===== config.mk =====
export PLATFORM = sky130hd
export DESIGN_NAME = fir_ctrl
export DESIGN_NICKNAME = d
export VERILOG_FILES = /design/src/design/fir_pkg.sv /design/src/design/fir_ctrl.sv
export SDC_FILE = /design/constraint.sdc
export NUM_CORES = 1
export LEC_CHECK = 0
export ABC_AREA = 1
export BUFFER_PORTS_ARGS = -buffer_cell sky130_fd_sc_hd__clkbuf_2
export CAP_MARGIN = 20
export CORE_AREA = 5 5 42 44
export CTS_CLUSTER_SIZE = 30
export DETAILED_ROUTE_END_ITERATION = 16
export DIE_AREA = 0 0 47 49
export HOLD_SLACK_MARGIN = 0.12
export SYNTH_ARGS = -nofsm -noshare
export SYNTH_HDL_FRONTEND = slang
export SYNTH_SLANG_ARGS = --single-unit

===== constraint.sdc =====
create_clock -name clk -period 2.59 [get_ports clk]
set_clock_uncertainty 0.2 [all_clocks]
set_input_delay 0.1295 -clock clk [delete_from_list [all_inputs] [get_ports clk]]
set_output_delay 0.1295 -clock clk [all_outputs]
set_load 0.01 [all_outputs]

===== src/design/fir_pkg.sv =====
`default_nettype none
// ----------------------------------------------------------------------------
// fir_pkg: shared types and constants of the loaded-tap fir filter
// sizes, request codes and the command/status bundles between control and
// datapath
// ----------------------------------------------------------------------------
package fir_pkg;

  // filter size
  localparam int MAX_TAPS = 128;
  localparam int ADDR_W   = $clog2(MAX_TAPS);
  localparam int CNT_W    = $clog2(MAX_TAPS + 1);

  // field widths
  localparam int TAPS_W   = 8;
  localparam int SAMPLE_W = 16;
  localparam int INDEX_W  = 7;
  localparam int COEFF_W  = 16;
  localparam int PROD_W   = SAMPLE_W + COEFF_W;
  localparam int ACC_W    = 40;

  // stream payload widths
  localparam int S_TDATA_W = 40;
  localparam int M_TDATA_W = 40;

  // tdata bit positions of the input fields
  localparam int SAMPLE_LSB = 0;
  localparam int INDEX_LSB  = SAMPLE_LSB + SAMPLE_W;
  localparam int COEFF_LSB  = INDEX_LSB + INDEX_W;

  localparam logic [TAPS_W-1:0] TAPS_RESET = TAPS_W'(128);

  // request kinds carried on tuser
  localparam logic REQ_SAMPLE = 1'b0;
  localparam logic REQ_COEFF  = 1'b1;

  typedef struct packed {
    logic accept_sample;
    logic write_coeff;
    logic mac_step;
    logic load_out;
  } fir_cmd_t;

  typedef struct packed {
    logic primed_now;
    logic last_tap;
    logic pipe_busy;
    logic out_free;
  } fir_stat_t;

endpackage
`default_nettype wire


===== src/design/fir_ctrl.sv =====
`default_nettype none
// ----------------------------------------------------------------------------
// fir_ctrl: sequencing state machine
// takes requests, steps the multiply-accumulate over the taps, drains the
// pipeline and hands the result to the output register
// ----------------------------------------------------------------------------
module fir_ctrl
  import fir_pkg::*;
(
  input  wire logic      clk,
  input  wire logic      rst,
  input  wire logic      in_valid,
  input  wire logic      req_type,
  output logic           in_ready,
  input  wire fir_stat_t stat,
  output fir_cmd_t       cmd
);

  typedef enum logic [3:0] {
    ST_IDLE  = 4'b0001,
    ST_MAC   = 4'b0010,
    ST_DRAIN = 4'b0100,
    ST_EMIT  = 4'b1000
  } state_t;

  state_t state;
  state_t state_next;

  always_comb begin
    state_next        = state;
    cmd.accept_sample = 1'b0;
    cmd.write_coeff   = 1'b0;
    cmd.mac_step      = 1'b0;
    cmd.load_out      = 1'b0;
    in_ready          = 1'b0;
    unique case (state)
      ST_IDLE: begin
        in_ready = 1'b1;
        if (in_valid) begin
          if (req_type == REQ_COEFF) begin
            cmd.write_coeff = 1'b1;
          end else begin
            cmd.accept_sample = 1'b1;
            state_next        = stat.primed_now ? ST_MAC : ST_EMIT;
          end
        end
      end
      ST_MAC: begin
        cmd.mac_step = 1'b1;
        if (stat.last_tap) begin
          state_next = ST_DRAIN;
        end
      end
      ST_DRAIN: begin
        if (!stat.pipe_busy) begin
          state_next = ST_EMIT;
        end
      end
      ST_EMIT: begin
        if (stat.out_free) begin
          cmd.load_out = 1'b1;
          state_next   = ST_IDLE;
        end
      end
      default: begin
        state_next = ST_IDLE;
      end
    endcase
  end

  always_ff @(posedge clk) begin
    if (rst) begin
      state <= ST_IDLE;
    end else begin
      state <= state_next;
    end
  end

endmodule
`default_nettype wire


==> out/qor_table.md <==
| Stage | Quantity | Value |
| --- | --- | --- |
| synthesis | Largest cells by area after synthesis | sky130_fd_sc_hd__dfxtp_1, sky130_fd_sc_hd__nand3_1, sky130_fd_sc_hd__inv_1 |
| pwr | Static Leakage | 0.269 nW |
| placed design | Gpl congestion | 0.726 |
| die | Core region area | 0.00140 mm^2 |
| cts | CTS buffer count | 3 |
| sta | Unrepaired setup endpoints after global routing | no |
| worst setup path | WS Path Type | reg2reg |
| sta | Transition time of the tightest slew-check pin | 0.222 ns |
| placed design | # port buffers | 12 |
| route | Final wirelength | 766 um |
| pwr | Part of the power in registers | 24.5% |
| cts | Count of cells resized by post-cts repair | 0 |
| synthesis | FF+latch count, synth | 4 |
| synthesis | Ys async rst share | 0% |
| global routing | Initial antenna violation count | 0 |
| worst setup path | Buffers and inverters on the worst path | 2 |
| global routing | Via count of the first global-routing pass | 363 |
| layout | Flip-flop count of the largest register, all copies and words added | 4 |
| cts | CTS Buffer Depth | 2 |
| sta | Final Hold Violating Endpoints | 0 |
| die | Area enclosed by the die boundary | 0.00230 mm^2 |
| layout | Area Overhead vs Synth | 35.9% |
| synthesis | Post-synth EDFFs | 0 |
| route | Routed Antenna Nets | 0 |
| pwr | Switching power | 262 uW |
| status | Status | completed |
| layout | Most flops, register | state |
| synthesis | Synthesized area | 342 um^2 |
| sta | Setup-failing EPs final | 0 |
| die | Initial Utilization | 24.4% |
| pwr | Share of total power in combinational logic | 61.4% |
| pwr | Portion of total power attributed to the clock network | 14.1% |
| synthesis | Syn Inst Count | 57 |
| pwr | Overall power of the completed layout | 526 uW |
| global routing | Global-route wire length before repair | 1.35 mm |
| route | Number of vias after detailed routing | 377 |
| placed design | DP Wirelength | 679 um |
| cts | Clock transition at the register clock pins on the worst setup and hold paths after CTS | 0.04 ns |
| worst setup path | Critical path cell sequence | inv_2 > nor2_4 > nand2_1 > nor2_1 > nand3_1 > a21oi_1 > dlygate4sd3_1 |
| worst setup path | Data arrival time at the worst-slack endpoint | 1.83 ns |
| pwr | Power density over the cells | 1130 mW/mm^2 |
| layout | Layout Cells excl Fill | 90 |
| route | DR DRC count | 0 |
| cts | Clk sink count | 4 |
| synthesis | Unique masters post-synth | 14 |
| layout | Layout cells sized above 1 | 36.5% |
| sta | Period minus WS final | 1.87 ns |
| die | Row Count | 14 |
| sta | Max transition margin | 85.1% |
| synthesis | Net count after synthesis | 65 |
| worst setup path | Nature of the critical path endpoint | flop |
| die | Overall die width | 47 um |
| synthesis | Leading register cell type out of synthesis | sky130_fd_sc_hd__dfxtp_1 |
| placed design | DP Cell Count | 85 |
| layout | Largest registers | state x4 |
| pwr | Internal Pwr Total | 264 uW |
| layout | Leading cell type in the layout, fill and taps excluded | sky130_fd_sc_hd__clkbuf_2 |
| worst setup path | Critical path startpoint category | flop |
| cts | Count of hold-fix buffers inserted at cts | 2 |
| synthesis | Sequential area share after synthesis | 23.4% |
| cts | Clock tree from TritonCTS | yes |
| pwr | Worst VDD drop | 0.300 mV |
| sta | Total Negative Setup Slacks | 0 ns |
| cts | Clock Root Buffer | sky130_fd_sc_hd__clkbuf_4 |
| cts | H-tree Lvls | 1 |
| worst setup path | Cell family with most CP delay | buffers and inverters |
| synthesis | Yosys Warn Count | 0 |
| synthesis | Portion of synthesized cell area occupied by the leading cell type | 23.4% |
| layout | Antenna diodes | 0 |
| min path | Worst min-delay path category | in2reg |
| worst setup path | WP data required | 2.56 ns |
| route | Detailed router's first-iteration violation count | 8 |
| sta | Period utilization | 72.0% |
| global routing | Leftover overflow at the end of global routing | 0 |
| layout | Final #Nets | 84 |
| cts | Number of buffers inserted to repair setup after CTS | 0 |
| die | Die H | 49 um |
| route | Average wire per cell in the routed design | 8.51 um |
| global routing | Largest net degree at the start of global routing | 7 |
| worst setup path | Highest fanout seen on the critical path | 4 |
| route | Iteration count of the initial detailed-routing pass | 2 |
| pwr | Switching Fraction | 49.8% |
| cts | Clock insertion delay at the later pin of the skew report | 0.23 ns |
| route | Number of vias per cell | 4.19 |
| worst setup path | Delay of the slowest critical-path stage | 0.57 ns |
| job | MaxCap Viol Count | 0 |
| sta | Fmax achieved | 536 MHz |
| global routing | Overall track demand over capacity in global routing | 7.95% |
| synthesis | Average cell area after synthesis | 5.99 um^2 |
| worst setup path | Slowest library cell on the worst path | sky130_fd_sc_hd__dlygate4sd3_1 |
| die | Ports placed on the boundary | 13 |
| sta | Count of final max-slew check failures | 0 |
| synthesis | Cell taking the most area after synthesis | sky130_fd_sc_hd__dfxtp_1 |
| layout | Commonest non-fill, non-tap cells in the layout | sky130_fd_sc_hd__clkbuf_2, sky130_fd_sc_hd__inv_1, sky130_fd_sc_hd__nand2_1 |
[cells in the mapped netlist, types with 2 or more instances]
master,number
sky130_fd_sc_hd__nor2_4,2
sky130_fd_sc_hd__nor2_1,8
sky130_fd_sc_hd__inv_2,3
sky130_fd_sc_hd__nand3_1,8
sky130_fd_sc_hd__nand2_1,9
sky130_fd_sc_hd__dfxtp_1,4
sky130_fd_sc_hd__nand3_2,3
sky130_fd_sc_hd__nor2_2,4
sky130_fd_sc_hd__nand4_1,2
sky130_fd_sc_hd__inv_1,10
[stage by stage]
stage               setup slack (ns)  cell area (um^2)  utilization (%)  hold slack [ns]
global placement                1.26               422             30.1            0.123
CTS                            0.737               464             33.1            0.195
floorplan                       1.36               342                -         -0.00143
finish                         0.725               464             33.1            0.188
detailed placement              1.23               422             30.1            0.118
global route                   0.598               464             33.1            0.258
[power groups by stage]
stage          combinational (mW)  sequential [mW]  clock, mW
4_1_cts                     0.327            0.130     0.0770
6_report                    0.323            0.129     0.0742
3_5_place_dp                0.318            0.131          0
3_3_place_gp                0.317            0.130          0
2_1_floorplan               0.250            0.123          0
5_1_grt                     0.369            0.135     0.0811
[kinds of logic after synthesis]
logic type	share of synthesized area, %
buf+inv	15.4
simple gates	58.2
compound gates	2.93
flops	23.4
[routing by layer]
| metal | share of wire [%] | track usage [%] | routed length (um) | vias to the layer above |
|---|---|---|---|---|
| met1 | 45 | 9.21 | 343 | 163 |
| met4 | 0 | 5.53 | 0 | 0 |
| met3 | 3.5 | 2.21 | 27 | 0 |
| met5 | 0 | 0 | 0 | - |
| li1 | - | - | - | 210 |
| met2 | 52 | 12.0 | 395 | 4 |
[worst reg2reg max path, stage by stage (launching register included)]
cell                            delay [ns]
sky130_fd_sc_hd__dfxtp_1              0.40
sky130_fd_sc_hd__inv_2                0.06
sky130_fd_sc_hd__nor2_4               0.12
sky130_fd_sc_hd__nand2_1              0.10
sky130_fd_sc_hd__nor2_1               0.11
sky130_fd_sc_hd__nand3_1              0.09
sky130_fd_sc_hd__a21oi_1              0.14
sky130_fd_sc_hd__dlygate4sd3_1        0.57
[path summary, 6_finish.rpt]
check	cells past startpoint	from	end	slack, ns
setup / recovery	7	state[0]	state[1]	0.72
hold / removal	8	stat[3]	state[3]	0.19
setup reg to reg	7	state[0]	state[1]	0.72
hold reg to reg	2	state[2]	state[2]	0.36
[area by class of cell]
type / instances / area, um^2
multi-input combinational: 39 / 209
tap: 16 / 20.0
clock buffer: 3 / 22.5
inverter: 14 / 52.6
fill: 175 / 937
sequential: 4 / 80.1
timing repair buffer: 14 / 80.1
No activity file was read; power rests on OpenSTA's default activity.
